### config.mk
export PLATFORM = sky130hd
export DESIGN_NAME = dual_buffer_flash_page_cache
export DESIGN_NICKNAME = d
export VERILOG_FILES = /design/src/hdl/dbfpc_pkg.sv /design/src/hdl/dual_buffer_flash_page_cache.sv /design/src/hdl/dbfpc_alu.sv /design/src/hdl/dbfpc_bufs.sv
export VERILOG_INCLUDE_DIRS = /design/src /design/src/hdl
export SDC_FILE = /design/constraint.sdc
export NUM_CORES = 1
export LEC_CHECK = 0
export ABC_AREA = 1
export ABC_CLOCK_PERIOD_IN_PS = 14400
export BUFFER_PORTS_ARGS = -buffer_cell sky130_fd_sc_hd__buf_2
export CORE_AREA = 4 4 142 212
export DETAILED_ROUTE_END_ITERATION = 8
export DIE_AREA = 0 0 146 216
export PLACE_DENSITY = 0.65
export SLEW_MARGIN = 40
export SYNTH_ARGS = -nofsm -noshare
export SYNTH_HDL_FRONTEND = slang
export SYNTH_HIERARCHICAL = 1
export SYNTH_SLANG_ARGS = --single-unit
export TNS_END_PERCENT = 100
### constraint.sdc
create_clock -name clk -period 14.4 [get_ports clk]
set_clock_uncertainty 0.05 [all_clocks]
set_input_delay 0 -clock clk [delete_from_list [all_inputs] [get_ports clk]]
set_output_delay 0 -clock clk [all_outputs]
set_load 0.005 [all_outputs]
### src/hdl/dual_buffer_flash_page_cache_assert.svh
// Assertion helpers for the page cache. Expect clk and rst_n in scope.
`ifndef DUAL_BUFFER_FLASH_PAGE_CACHE_ASSERT_SVH
`define DUAL_BUFFER_FLASH_PAGE_CACHE_ASSERT_SVH

// Same-cycle implication.
`define DBFPC_ASSERT_IMPL(label, ante, cons) \
    label: assert property (@(posedge clk) disable iff (!rst_n) (ante) |-> (cons)) \
        else $error("dbfpc: assertion failed");

// Next-cycle implication.
`define DBFPC_ASSERT_NEXT(label, ante, cons) \
    label: assert property (@(posedge clk) disable iff (!rst_n) (ante) |=> (cons)) \
        else $error("dbfpc: assertion failed");

`endif

### src/hdl/dbfpc_pkg.sv
package dbfpc_pkg;

    // Geometry
    localparam int PAGE_BYTES   = 256;
    localparam int DEVICE_BYTES = 524288;
    localparam int MAX_REQUEST  = 4096;

    // Field widths
    localparam int CMD_W  = 2;
    localparam int ADDR_W = 19;
    localparam int LEN_W  = 13;
    localparam int KIND_W = 3;
    localparam int PAGE_W = $clog2(PAGE_BYTES);
    localparam int TAG_W  = ADDR_W - PAGE_W;
    localparam int CNT_W  = 9;
    localparam int DOFF_W = 12;

    // Shared adder width: holds address + length and the device size
    localparam int ALU_W = $clog2(DEVICE_BYTES) + 1;

    // Request codes
    localparam logic [CMD_W-1:0] CMD_READ  = 2'd0;
    localparam logic [CMD_W-1:0] CMD_WRITE = 2'd1;

    // Flash command kinds
    localparam logic [KIND_W-1:0] K_NONE   = 3'd0;
    localparam logic [KIND_W-1:0] K_MREAD  = 3'd1;
    localparam logic [KIND_W-1:0] K_BREAD  = 3'd2;
    localparam logic [KIND_W-1:0] K_BWRITE = 3'd3;
    localparam logic [KIND_W-1:0] K_PROGE  = 3'd4;
    localparam logic [KIND_W-1:0] K_PROG   = 3'd5;
    localparam logic [KIND_W-1:0] K_FETCH  = 3'd6;

    // Sequencer -> buffer state updates
    typedef struct packed {
        logic             flip;
        logic             inval;
        logic             fill;
        logic             set_dirty;
        logic             clean;
        logic             idx;
        logic [TAG_W-1:0] tag;
    } buf_cmd_t;

    // Buffer state -> sequencer
    typedef struct packed {
        logic [1:0]            valid;
        logic [1:0]            live;
        logic [1:0][TAG_W-1:0] tag;
        logic                  hit;
        logic                  hit_idx;
        logic                  free_ok;
        logic                  free_idx;
        logic                  miss_flip;
        logic                  victim_idx;
    } buf_stat_t;

endpackage

### src/hdl/dual_buffer_flash_page_cache.sv
// Two-buffer write-back page cache front end for a serial page flash. Each
// item is a read, write or sync request; the block answers with the list of
// page-level flash commands (main read, buffer read, buffer write, program,
// fetch) that carry it out, the final one flagged by last. The block holds
// one item at a time: in_stall is high from acceptance until the sequencer
// has queued the last command. A read or write first runs the range checks
// (sum, device bound, maximum length, start address), then for each page
// piece sizes it (room, size) and issues a read, or for a write that hits
// does a lookup and a buffer write, or for a write miss a lookup, fetch and
// buffer write (a victim program goes out in the lookup step itself), and
// steps to the next page unless the piece is the last. Every step that
// issues a command also waits for the output register to be free. A range
// error or an empty read or write runs the range checks and then gives one
// empty answer. The pace is set by the single shared adder/subtractor that
// does the range checks and the piece bookkeeping one operation a cycle.
// erase_before_program must be written by the user through cfg_write_enable/cfg_write_data
// only while idle; the block itself does not enforce this. It picks program with erase or plain program.
`include "dual_buffer_flash_page_cache_assert.svh"

module dual_buffer_flash_page_cache (
    input  logic                          clk,
    input  logic                          rst_n,
    // configuration
    input  logic                          cfg_write_enable,
    input  logic                          cfg_write_data,
    // request channel
    input  logic                          in_valid,
    output logic                          in_stall,
    input  logic [dbfpc_pkg::CMD_W-1:0]   cmd,
    input  logic [dbfpc_pkg::ADDR_W-1:0]  address,
    input  logic [dbfpc_pkg::LEN_W-1:0]   length,
    // command channel
    output logic                          out_valid,
    input  logic                          out_stall,
    output logic                          status,
    output logic [dbfpc_pkg::KIND_W-1:0]  kind,
    output logic                          buffer_index,
    output logic [dbfpc_pkg::TAG_W-1:0]   page_number,
    output logic [dbfpc_pkg::PAGE_W-1:0]  page_offset,
    output logic [dbfpc_pkg::CNT_W-1:0]   byte_count,
    output logic [dbfpc_pkg::DOFF_W-1:0]  data_offset,
    output logic                          last
);

    localparam int ALU_W = dbfpc_pkg::ALU_W;
    localparam int TAG_W = dbfpc_pkg::TAG_W;
    localparam int PAGE_W = dbfpc_pkg::PAGE_W;
    localparam int LEN_W = dbfpc_pkg::LEN_W;
    localparam int CNT_W = dbfpc_pkg::CNT_W;
    localparam int KIND_W = dbfpc_pkg::KIND_W;
    localparam int DOFF_W = dbfpc_pkg::DOFF_W;
    localparam int ADDR_W_LOC = dbfpc_pkg::ADDR_W;

    // Sequencer states
    localparam logic [3:0] S_IDLE    = 4'd0;
    localparam logic [3:0] S_CHK_SUM = 4'd1;
    localparam logic [3:0] S_CHK_DEV = 4'd2;
    localparam logic [3:0] S_CHK_MAX = 4'd3;
    localparam logic [3:0] S_CHK_ADR = 4'd4;
    localparam logic [3:0] S_EMPTY   = 4'd5;
    localparam logic [3:0] S_ROOM    = 4'd6;
    localparam logic [3:0] S_SIZE    = 4'd7;
    localparam logic [3:0] S_READ    = 4'd8;
    localparam logic [3:0] S_WLOOK   = 4'd9;
    localparam logic [3:0] S_FETCH   = 4'd10;
    localparam logic [3:0] S_WRITE   = 4'd11;
    localparam logic [3:0] S_ADV     = 4'd12;
    localparam logic [3:0] S_SYNC0   = 4'd13;
    localparam logic [3:0] S_SYNC1   = 4'd14;

    logic [3:0]             state_reg, state_next;
    logic                   erase_reg;
    logic                   is_write_reg, is_write_next;
    logic                   err_reg, err_next;
    logic [ADDR_W_LOC-1:0]  addr_reg, addr_next;
    logic [LEN_W-1:0]       len_reg, len_next;
    logic [LEN_W-1:0]       rem_reg, rem_next;
    logic [LEN_W-1:0]       done_reg, done_next;
    logic [TAG_W-1:0]       page_reg, page_next;
    logic [PAGE_W-1:0]      po_reg, po_next;
    logic [CNT_W-1:0]       room_reg, room_next;
    logic [CNT_W-1:0]       nb_reg, nb_next;
    logic                   lastp_reg, lastp_next;
    logic                   sel_reg, sel_next;
    logic [ALU_W-1:0]       tmp_reg, tmp_next;

    // output register
    logic                   ovalid_reg, ovalid_next;
    logic                   ostatus_reg;
    logic [KIND_W-1:0]      okind_reg;
    logic                   oidx_reg;
    logic [TAG_W-1:0]       opage_reg;
    logic [PAGE_W-1:0]      opo_reg;
    logic [CNT_W-1:0]       ocnt_reg;
    logic [DOFF_W-1:0]      odoff_reg;
    logic                   olast_reg;

    // command being issued this cycle
    logic                   emit;
    logic                   emit_ok;
    logic                   e_status;
    logic [KIND_W-1:0]      e_kind;
    logic                   e_idx;
    logic [TAG_W-1:0]       e_page;
    logic [PAGE_W-1:0]      e_po;
    logic [CNT_W-1:0]       e_cnt;
    logic [DOFF_W-1:0]      e_doff;
    logic                   e_last;

    logic [ALU_W-1:0]       alu_a, alu_b, alu_res;
    logic                   alu_sub, alu_neg;

    dbfpc_pkg::buf_cmd_t    bcmd;
    dbfpc_pkg::buf_stat_t   bstat;

    logic [KIND_W-1:0]      prog_kind;
    logic                   in_accept;

    assign in_stall  = (state_reg != S_IDLE);
    assign in_accept = in_valid && !in_stall;
    assign emit_ok   = !ovalid_reg || !out_stall;
    assign prog_kind = erase_reg ? dbfpc_pkg::K_PROGE : dbfpc_pkg::K_PROG;

    dbfpc_alu #(
        .W (ALU_W)
    ) u_alu (
        .a   (alu_a),
        .b   (alu_b),
        .sub (alu_sub),
        .res (alu_res),
        .neg (alu_neg)
    );

    dbfpc_bufs u_bufs (
        .clk   (clk),
        .rst_n (rst_n),
        .page  (page_reg),
        .cmd   (bcmd),
        .stat  (bstat)
    );

    // Operand steering for the shared unit
    always_comb
    begin
        alu_a   = '0;
        alu_b   = '0;
        alu_sub = 1'b0;
        unique case (state_reg)
            S_CHK_SUM:
            begin
                alu_a = ALU_W'(addr_reg);
                alu_b = ALU_W'(len_reg);
            end
            S_CHK_DEV:
            begin
                alu_a   = ALU_W'(dbfpc_pkg::DEVICE_BYTES);
                alu_b   = tmp_reg;
                alu_sub = 1'b1;
            end
            S_CHK_MAX:
            begin
                alu_a   = ALU_W'(dbfpc_pkg::MAX_REQUEST);
                alu_b   = ALU_W'(len_reg);
                alu_sub = 1'b1;
            end
            S_CHK_ADR:
            begin
                alu_a   = ALU_W'(addr_reg);
                alu_b   = ALU_W'(dbfpc_pkg::DEVICE_BYTES);
                alu_sub = 1'b1;
            end
            S_ROOM:
            begin
                alu_a   = ALU_W'(dbfpc_pkg::PAGE_BYTES);
                alu_b   = ALU_W'(po_reg);
                alu_sub = 1'b1;
            end
            S_SIZE:
            begin
                alu_a   = ALU_W'(rem_reg);
                alu_b   = ALU_W'(room_reg);
                alu_sub = 1'b1;
            end
            S_ADV:
            begin
                alu_a = ALU_W'(done_reg);
                alu_b = ALU_W'(nb_reg);
            end
            default:
            begin
                alu_a = '0;
            end
        endcase
    end

    // Sequencer
    always_comb
    begin
        state_next    = state_reg;
        is_write_next = is_write_reg;
        err_next      = err_reg;
        addr_next     = addr_reg;
        len_next      = len_reg;
        rem_next      = rem_reg;
        done_next     = done_reg;
        page_next     = page_reg;
        po_next       = po_reg;
        room_next     = room_reg;
        nb_next       = nb_reg;
        lastp_next    = lastp_reg;
        sel_next      = sel_reg;
        tmp_next      = tmp_reg;

        emit     = 1'b0;
        e_status = 1'b0;
        e_kind   = dbfpc_pkg::K_NONE;
        e_idx    = 1'b0;
        e_page   = '0;
        e_po     = '0;
        e_cnt    = '0;
        e_doff   = '0;
        e_last   = 1'b0;

        bcmd     = '0;
        bcmd.tag = page_reg;

        unique case (state_reg)
            S_IDLE:
            begin
                if (in_accept)
                begin
                    is_write_next = (cmd == dbfpc_pkg::CMD_WRITE);
                    err_next      = 1'b0;
                    addr_next     = address;
                    len_next      = length;
                    rem_next      = length;
                    done_next     = '0;
                    page_next     = address[ADDR_W_LOC-1:PAGE_W];
                    po_next       = address[PAGE_W-1:0];
                    if ((cmd != dbfpc_pkg::CMD_READ) && (cmd != dbfpc_pkg::CMD_WRITE))
                    begin
                        state_next = S_SYNC0;
                    end
                    else
                    begin
                        state_next = S_CHK_SUM;
                    end
                end
            end
            S_CHK_SUM:
            begin
                tmp_next   = alu_res;
                state_next = S_CHK_DEV;
            end
            S_CHK_DEV:
            begin
                err_next   = err_reg | alu_neg;     // address + length beyond device
                state_next = S_CHK_MAX;
            end
            S_CHK_MAX:
            begin
                err_next   = err_reg | alu_neg;     // length too long
                state_next = S_CHK_ADR;
            end
            S_CHK_ADR:
            begin
                err_next = err_reg | !alu_neg;      // start at or past device end
                if (err_next || (len_reg == '0))
                begin
                    state_next = S_EMPTY;
                end
                else
                begin
                    state_next = S_ROOM;
                end
            end
            S_EMPTY:
            begin
                emit     = 1'b1;
                e_status = err_reg;
                e_last   = 1'b1;
                if (emit_ok)
                begin
                    state_next = S_IDLE;
                end
            end
            S_ROOM:
            begin
                room_next  = alu_res[CNT_W-1:0];
                state_next = S_SIZE;
            end
            S_SIZE:
            begin
                if (alu_neg)
                begin
                    nb_next    = rem_reg[CNT_W-1:0];
                    lastp_next = 1'b1;
                end
                else
                begin
                    nb_next    = room_reg;
                    rem_next   = alu_res[LEN_W-1:0];
                    lastp_next = (alu_res == '0);
                end
                state_next = is_write_reg ? S_WLOOK : S_READ;
            end
            S_READ:
            begin
                emit   = 1'b1;
                e_kind = bstat.hit ? dbfpc_pkg::K_BREAD : dbfpc_pkg::K_MREAD;
                e_idx  = bstat.hit & bstat.hit_idx;
                e_page = page_reg;
                e_po   = po_reg;
                e_cnt  = nb_reg;
                e_doff = done_reg[DOFF_W-1:0];
                e_last = lastp_reg;
                if (emit_ok)
                begin
                    state_next = lastp_reg ? S_IDLE : S_ADV;
                end
            end
            S_WLOOK:
            begin
                if (bstat.hit)
                begin
                    sel_next   = bstat.hit_idx;
                    state_next = S_WRITE;
                end
                else if (bstat.free_ok)
                begin
                    bcmd.flip  = bstat.miss_flip;
                    sel_next   = bstat.free_idx;
                    state_next = S_FETCH;
                end
                else
                begin
                    // both dirty: program the victim and drop it
                    emit   = 1'b1;
                    e_kind = prog_kind;
                    e_idx  = bstat.victim_idx;
                    e_page = bstat.tag[bstat.victim_idx];
                    if (emit_ok)
                    begin
                        bcmd.flip  = 1'b1;
                        bcmd.inval = 1'b1;
                        bcmd.idx   = bstat.victim_idx;
                        sel_next   = bstat.victim_idx;
                        state_next = S_FETCH;
                    end
                end
            end
            S_FETCH:
            begin
                emit   = 1'b1;
                e_kind = dbfpc_pkg::K_FETCH;
                e_idx  = sel_reg;
                e_page = page_reg;
                if (emit_ok)
                begin
                    bcmd.fill  = 1'b1;
                    bcmd.idx   = sel_reg;
                    state_next = S_WRITE;
                end
            end
            S_WRITE:
            begin
                emit   = 1'b1;
                e_kind = dbfpc_pkg::K_BWRITE;
                e_idx  = sel_reg;
                e_page = page_reg;
                e_po   = po_reg;
                e_cnt  = nb_reg;
                e_doff = done_reg[DOFF_W-1:0];
                e_last = lastp_reg;
                if (emit_ok)
                begin
                    bcmd.set_dirty = 1'b1;
                    bcmd.idx       = sel_reg;
                    state_next     = lastp_reg ? S_IDLE : S_ADV;
                end
            end
            S_ADV:
            begin
                done_next  = alu_res[LEN_W-1:0];
                page_next  = page_reg + TAG_W'(1);
                po_next    = '0;
                state_next = S_ROOM;
            end
            S_SYNC0:
            begin
                if (bstat.live[0])
                begin
                    emit   = 1'b1;
                    e_kind = prog_kind;
                    e_page = bstat.tag[0];
                    e_last = !bstat.live[1];
                    if (emit_ok)
                    begin
                        bcmd.clean = 1'b1;
                        state_next = bstat.live[1] ? S_SYNC1 : S_IDLE;
                    end
                end
                else if (bstat.live[1])
                begin
                    state_next = S_SYNC1;
                end
                else
                begin
                    // nothing dirty: lone empty answer
                    emit   = 1'b1;
                    e_last = 1'b1;
                    if (emit_ok)
                    begin
                        state_next = S_IDLE;
                    end
                end
            end
            S_SYNC1:
            begin
                emit   = 1'b1;
                e_kind = prog_kind;
                e_idx  = 1'b1;
                e_page = bstat.tag[1];
                e_last = 1'b1;
                if (emit_ok)
                begin
                    bcmd.clean = 1'b1;
                    bcmd.idx   = 1'b1;
                    state_next = S_IDLE;
                end
            end
            default:
            begin
                state_next = S_IDLE;
            end
        endcase
    end

    // Output register: a command waits here while the sequencer moves on
    always_comb
    begin
        if (emit && emit_ok)
        begin
            ovalid_next = 1'b1;
        end
        else if (!out_stall)
        begin
            ovalid_next = 1'b0;
        end
        else
        begin
            ovalid_next = ovalid_reg;
        end
    end

    always_ff @(posedge clk or negedge rst_n)
    begin
        if (!rst_n)
        begin
            state_reg  <= S_IDLE;
            erase_reg  <= 1'b1;
            ovalid_reg <= 1'b0;
        end
        else
        begin
            state_reg  <= state_next;
            ovalid_reg <= ovalid_next;
            if (cfg_write_enable)
            begin
                erase_reg <= cfg_write_data;
            end
        end
    end

    // Datapath registers
    always_ff @(posedge clk)
    begin
        is_write_reg <= is_write_next;
        err_reg      <= err_next;
        addr_reg     <= addr_next;
        len_reg      <= len_next;
        rem_reg      <= rem_next;
        done_reg     <= done_next;
        page_reg     <= page_next;
        po_reg       <= po_next;
        room_reg     <= room_next;
        nb_reg       <= nb_next;
        lastp_reg    <= lastp_next;
        sel_reg      <= sel_next;
        tmp_reg      <= tmp_next;
        if (emit && emit_ok)
        begin
            ostatus_reg <= e_status;
            okind_reg   <= e_kind;
            oidx_reg    <= e_idx;
            opage_reg   <= e_page;
            opo_reg     <= e_po;
            ocnt_reg    <= e_cnt;
            odoff_reg   <= e_doff;
            olast_reg   <= e_last;
        end
    end

    assign out_valid    = ovalid_reg;
    assign status       = ostatus_reg;
    assign kind         = okind_reg;
    assign buffer_index = oidx_reg;
    assign page_number  = opage_reg;
    assign page_offset  = opo_reg;
    assign byte_count   = ocnt_reg;
    assign data_offset  = odoff_reg;
    assign last         = olast_reg;

    // A command still pending while idle must be the request's final one
    `DBFPC_ASSERT_IMPL(a_idle_pending_last, (state_reg == S_IDLE) && ovalid_reg, olast_reg)
    // A buffer write always targets a buffer that now holds the page
    `DBFPC_ASSERT_IMPL(a_write_hits, (state_reg == S_WRITE), bstat.hit && (bstat.hit_idx == sel_reg))
    // The two buffers never cache the same page
    `DBFPC_ASSERT_IMPL(a_tags_unique, bstat.valid[0] && bstat.valid[1], bstat.tag[0] != bstat.tag[1])
    // An accepted item holds the block busy in the next cycle
    `DBFPC_ASSERT_NEXT(a_busy_after_accept, in_accept, in_stall)

endmodule

### src/hdl/dbfpc_alu.sv
// Shared add/subtract unit; neg is the borrow of a subtract.
module dbfpc_alu #(
    parameter int W = dbfpc_pkg::ALU_W
) (
    input  logic [W-1:0] a,
    input  logic [W-1:0] b,
    input  logic         sub,
    output logic [W-1:0] res,
    output logic         neg
);

    logic [W:0] full;

    always_comb
    begin
        if (sub)
        begin
            full = {1'b0, a} - {1'b0, b};
        end
        else
        begin
            full = {1'b0, a} + {1'b0, b};
        end
    end

    assign res = full[W-1:0];
    assign neg = sub & full[W];

endmodule

### src/hdl/dbfpc_bufs.sv
// Two page buffers: tags, valid/dirty marks, victim toggle, lookup.
module dbfpc_bufs (
    input  logic                       clk,
    input  logic                       rst_n,
    input  logic [dbfpc_pkg::TAG_W-1:0] page,
    input  dbfpc_pkg::buf_cmd_t        cmd,
    output dbfpc_pkg::buf_stat_t       stat
);

    logic [1:0][dbfpc_pkg::TAG_W-1:0] tag_reg;
    logic [1:0]                       valid_reg;
    logic [1:0]                       dirty_reg;
    logic                             toggle_reg;

    logic hit0;
    logic hit1;
    logic t;
    logic free_first;
    logic free_second;

    assign hit0 = valid_reg[0] && (tag_reg[0] == page);
    assign hit1 = valid_reg[1] && (tag_reg[1] == page);
    assign t    = toggle_reg;

    // free = empty or clean; toggle is checked first, then the other one
    assign free_first  = !valid_reg[t] || !dirty_reg[t];
    assign free_second = !valid_reg[~t] || !dirty_reg[~t];

    always_comb
    begin
        stat.valid      = valid_reg;
        stat.live       = valid_reg & dirty_reg;
        stat.tag        = tag_reg;
        stat.hit        = hit0 | hit1;
        stat.hit_idx    = !hit0;
        stat.free_ok    = free_first | free_second;
        stat.free_idx   = free_first ? t : ~t;
        // one check flips once, two checks cancel, a full miss nets one flip
        stat.miss_flip  = free_first | !free_second;
        stat.victim_idx = t;
    end

    always_ff @(posedge clk or negedge rst_n)
    begin
        if (!rst_n)
        begin
            tag_reg    <= '0;
            valid_reg  <= '0;
            dirty_reg  <= '0;
            toggle_reg <= 1'b0;
        end
        else
        begin
            if (cmd.flip)
            begin
                toggle_reg <= ~toggle_reg;
            end
            if (cmd.inval)
            begin
                valid_reg[cmd.idx] <= 1'b0;
            end
            if (cmd.fill)
            begin
                tag_reg[cmd.idx]   <= cmd.tag;
                valid_reg[cmd.idx] <= 1'b1;
                dirty_reg[cmd.idx] <= 1'b0;
            end
            if (cmd.set_dirty)
            begin
                dirty_reg[cmd.idx] <= 1'b1;
            end
            if (cmd.clean)
            begin
                dirty_reg[cmd.idx] <= 1'b0;
            end
        end
    end

endmodule

**After elaboration in Yosys (flattened, before gate mapping)**

Cells that the tools add are included.
Widths: inputs -> output; s select.

- Register bits: 198
- Input bits: 40
- Output and inout port bits: 48
- Logic and storage cells: 214

- Add/sub/neg operators: 3
- Order comparisons: 4
- Eq/ne operators: 25
- Mux-type cells: 93
- Bitwise gates (word level): 15
- Reductions and logical operators: 45

Operators with widths:

| kind | number |
|---|---|
| $pmux 20 s6 | 2 |
| $mux 11 | 7 |
| $mux 4 | 13 |
| $pmux 13 s2 | 2 |
| $pmux 4 s13 | 1 |
| $pmux 11 s4 | 1 |
| $mux 13 | 3 |
| $mux 1 | 36 |
| $eq 4x4->1 const B | 7 |
| $bwmux 22 | 1 |
| $eq 11x11->1 | 2 |
| $pmux 11 s2 | 1 |
| $add 20x20->21 | 1 |
| $mux 21 | 1 |
| $sub 20x20->21 | 1 |
| $logic_not 20->1 | 1 |
| $mux 2 | 10 |
| $pmux 3 s6 | 1 |
| $eq 4x3->1 const B | 4 |
| $pmux 8 s2 | 1 |
| $logic_not 13->1 | 1 |
| $pmux 1 s3 | 4 |
| $reduce_or 2->1 | 6 |
| $add 11x1->11 const B | 1 |
| other kinds (34) | 77 |

**Depth between registers and ports, before layout**

- Word-level depth: 20
- Gate-level depth with buffers: 31
- Depth with buffers taken out: 31

**Cells and area by module**

The synthesis kept the hierarchy.

By module, submodules not included:

| module | instances | cells each | area an instance (µm²) | seq. area each (µm²) |
|---|---|---|---|---|
| dual_buffer_flash_page_cache | 1 | 745 | 7623.6 | 5106.1 |
| dbfpc_alu | 1 | 363 | 1886.8 | 0.0 |
| dbfpc_bufs | 1 | 243 | 1679.1 | 675.6 |

**Worst setup path after synthesis**

Ideal clock, no wire load.

- Kind: register to register
- Start: register state_reg[0]
- End: register rem_reg[0], enable pin
- Setup time: 0.401 ns
- Arrival time: 4.185 ns
- Required time: 13.949 ns
- Setup slack: 9.764 ns
- Stages on the path, launching flop included: 24
- Buffers on the path: 3
- Clock period less this slack: 4.636 ns
- Cell sequence: dfrtp_1 buf_4 nor2_1 nand2_2 buf_2 o22ai_1 nor2_1 o21ai_0 inv_1 ha_1 nand2_1 nor2_2 a31oi_1 xnor2_1 ha_1 nand2_1 inv_1 nand3_1 nor3_2 nand3_1 nand3_1 nor2_1 clkbuf_1 o21ai_0

- Word-level cells in the longest chain between the ends: 8
- Elaborated cells on any way between the ends: 25
- Those cells by class: add/sub (2); eq/ne (9); mux (4); bitwise (1); reduce/logical (9)

Ends and longest elaborated chain:

| item | line | text |
|---|---|---|
| start, declared | dual_buffer_flash_page_cache.sv:71 | `logic [3:0] state_reg, state_next;` |
| start signal, assigned | dual_buffer_flash_page_cache.sv:466 | `state_reg <= state_next;` |
| $eq 4x2->1 / $eq 4x1->1 (equally long branches) | dual_buffer_flash_page_cache.sv:148 | `unique case (state_reg)` |
| $reduce_or 2->1 (no line) | n/a |  |
| $pmux 20 s6 (*) | dual_buffer_flash_page_cache.sv:148 |  |
| via alu_b[0] | dual_buffer_flash_page_cache.sv:110 | `logic [ALU_W-1:0] alu_a, alu_b, alu_res;` |
| $add 20x20->21 / $sub 20x20->21 (equally long branches) | dbfpc_alu.sv:22, dbfpc_alu.sv:18 |  |
| $mux 21 (*) | dbfpc_alu.sv:16 | `if (sub)` |
| $and 1x1->1 (*) | dbfpc_alu.sv:27 | `assign neg = sub & full[W];` |
| via alu_neg | dual_buffer_flash_page_cache.sv:111 | `logic alu_sub, alu_neg;` |
| $ne 2x2->1 (no line) (*) | n/a |  |
| $reduce_and 3->1 (no line) (*) | n/a |  |
| end signal, assigned | dual_buffer_flash_page_cache.sv:482 | `rem_reg <= rem_next;` |
| end, declared | dual_buffer_flash_page_cache.sv:77 | `logic [LEN_W-1:0] rem_reg, rem_next;` |

Mark *: on every way through the listed nets, which the timed path passes. The rest lies on a longest branch.
A chain may end at the register's enable or synchronous reset.

**Worst setup path after layout**

- Start: register state_reg[0]
- End: register rem_reg[4], enable pin

Same word-level chain as after synthesis.

==> metrics <==
outcome finished, violations left; failing checks hold timing; register clock-pin slew on the reported worst setup and hold paths 0.07 ns; total track usage 20.8%; routed vias/inst approximately 5.2; Layout area overhead 16.4%; pre-CTS WS 8.93 ns; Setup TNS 0 ns; Num CTS Buffers 17; reg2reg end rem_reg[4]; crit path buf inv count 5; crit-path max cell delay 0.56 ns; latest clock arrival within the worst-skew pair 0.45 ns; placement row count 75; DR pass1 iterations 7; max reg flops 22; Setup crit end kind flip-flop; # fillers 2708; final setup violation count 0; reg2reg path depth 24; Yosys reg bits 198; area leader, netlist edfxtp_1; Final WS setup 8.88 ns; Setup crit start kind flip-flop; initial drt markers between 700 and 800; CP max FO 23; initial antenna violation count 0; relative slew slack 47.5%; Max clock buf depth 2; Max-cap violations 0; most common cell after layout, fill and taps aside nand2_1; via count 9480; Avg Inst Size Synth 8.28 sq um; Synth Net Count 1414; CP top delay family simple AND/OR/NAND/NOR gates; Final Non-Filler Cells approximately 1800; CTS tree built; Post-DRT Antenna Nets 0; WP data required 14.50 ns; R2R Path Start state_reg[0]; most frequent cells in the layout nand2_1, inv_1, edfxtp_1; ANT cells 0; Avg WL per Cell ~18 microns; Fin. Hold Viols 10; ys flop type edfxtp_1; Slew Viols, Final 0; first-pass GRT wire length 50.9 mm; critical-path cell list nand2_1 > inv_1 > nand2_1 > buf_4 > o22ai_1 > nor2_1 > o21ai_0 > inv_1 > ha_1 > nand2_1 > nor2_2 > nand2_1 > xor2_1 > nand2_1 > o21ai_1 > ha_1 > nand2_1 > nor3_2 > nand3_1 > nand3_1 > nor2_1 > buf_4 > o21ai_1 > buf_4; CORE AREA roughly 0.028 sq mm; clock sinks between 150 and 200; Final #Nets 1542; drt drc 0; post-CTS sizing 0; arrival time at the worst endpoint 5.63 ns; type of the tightest min-delay check in2async; pin count of the biggest net entering global routing 54; total number of H-tree levels 4; top cells by area, synth edfxtp_1, nand2_1, dfrtp_1; port buffer count 87; share of cells above drive strength 1 13.3%; final WL 32.8 mm; distinct cell type count after synthesis between 40 and 50; die area about 0.032 sq mm; cells after synthesis between 1000 and 1500; Peak Freq 181 MHz; R2R Setup Slk a little under 9 ns; CP max stage cell o21ai_1; Seq/Total Area, Yosys approximately 52%; total grt overflow 0; die width 146 microns; Post-DP HPWL 25.1 mm; FFs w/ async S/R, synth 16.7%; number of synthesized flops with an enable pin 165; WHS -0.0102 ns; synthesized area ~0.011 sq mm; Final period util 38.4%; CP Class reg2reg; Top Ports 88; routability cong. 1.01; Top cell by count, worst path nand2_1; DIE HEIGHT 216 microns; post-CTS setup buffers 0; measured slew at the worst slew-check pin 0.786 ns; Synth Warn # 6; share of the synthesized area in the top cell type between 40 and 50%; Inst Count DP 1767; CTS root buffer clkbuf_16; unrepaired setup endpoints after global routing no; Initial Util 39.9%; minimum clock period between 5 and 6 ns; post-cts hold buffer count 39; vias in the first global route around 9400
worst max-delay path by stage:
stage                       from    endpoint  slack (ns)  cells past startpoint
global placement    state_reg[0]  rem_reg[4]        9.03                     24
finish              state_reg[0]  rem_reg[4]        8.88                     24
detailed placement  state_reg[0]  rem_reg[4]        8.93                     24
floorplan           state_reg[0]  rem_reg[0]        9.76                     23
CTS                 state_reg[0]  rem_reg[4]        8.91                     24
global route        state_reg[0]  rem_reg[4]        8.47                     24
worst register-to-register path, stage by stage (launching register included):
cell and delay [ns]:
dfrtp_1 0.49, nand2_1 0.16, inv_1 0.10, nand2_1 0.38, buf_4 0.37, o22ai_1 0.14
nor2_1 0.11, o21ai_0 0.12, inv_1 0.12, ha_1 0.27, nand2_1 0.14, nor2_2 0.24
nand2_1 0.11, xor2_1 0.15, nand2_1 0.05, o21ai_1 0.08, ha_1 0.39, nand2_1 0.16
nor3_2 0.28, nand3_1 0.10, nand3_1 0.09, nor2_1 0.04, buf_4 0.23, o21ai_1 0.56
buf_4 0.30
area by class of cell:
cell class / instances / area, sq um / share of cell area, %
Clock buffer: 19 / 433 / 3.32
Clock inverter: 13 / 216 / 1.66
Inverter: 223 / 837 / 6.43
Multi-Input combinational cell: 903 / 4420 / 33.9
Sequential cell: 198 / 5780 / 44.4
Tap cell: 346 / 433 / 3.32
Timing Repair Buffer: 136 / 903 / 6.94
synthesized netlist by cell type (2+ instances only):
cell         n
a21oi_1     24
a21oi_2      2
a22oi_1      5
a31oi_1      2
and2_4       2
buf_2        8
buf_4        6
buf_6        5
clkbuf_1     8
dfrtp_1     32
edfxtp_1   165
ha_1        22
inv_1      213
inv_2        9
nand2_1    402
nand2_2     15
nand3_1     69
nand3_2      4
nand3b_1     2
nand4_1     14
nor2_1     161
nor2_2       7
nor3_1      10
nor3_2       3
nor4_1       3
o2111ai_1    2
o211ai_1    18
o21ai_0     57
o21ai_1      7
o21ai_2     20
o21bai_1     3
o22ai_1     11
or2_2        2
xnor2_1      9
xor2_1      21
routing by layer:
| metal | GRT usage (%) | vias to the layer above | wire length, microns |
|---|---|---|---|
| met5 | 0 | - | 0 |
| met4 | 11.4 | 0 | 1740 |
| met3 | 3.02 | 93 | 1460 |
| met2 | 40.3 | 325 | 18100 |
| met1 | 21.2 | 4450 | 11500 |
| li1 | - | 4612 | - |
cells by family after synthesis:
group / synth area share (%)
buffers and inverters: 9.01
adders and majority gates: 2.64
DFF: 51.7
and+or+nand+nor: 25.8
xor gates and xnor gates: 2.35
AOI/OAI and AO/OA: 8.50
stage by stage:
| step | utilization, % | cell area (sq um) |
|---|---|---|
| after global routing | 46.4 | 13000 |
| after detailed placement | 42.7 | 12000 |
| after CTS | 46.4 | 13000 |
| after global placement | 42.7 | 12000 |
| final | 46.4 | 13000 |
| after floorplan | - | 11200 |
Power is left out: the tool's default activity adds up to more than one toggle a clock period on the data nets, which glitch-free logic cannot reach.
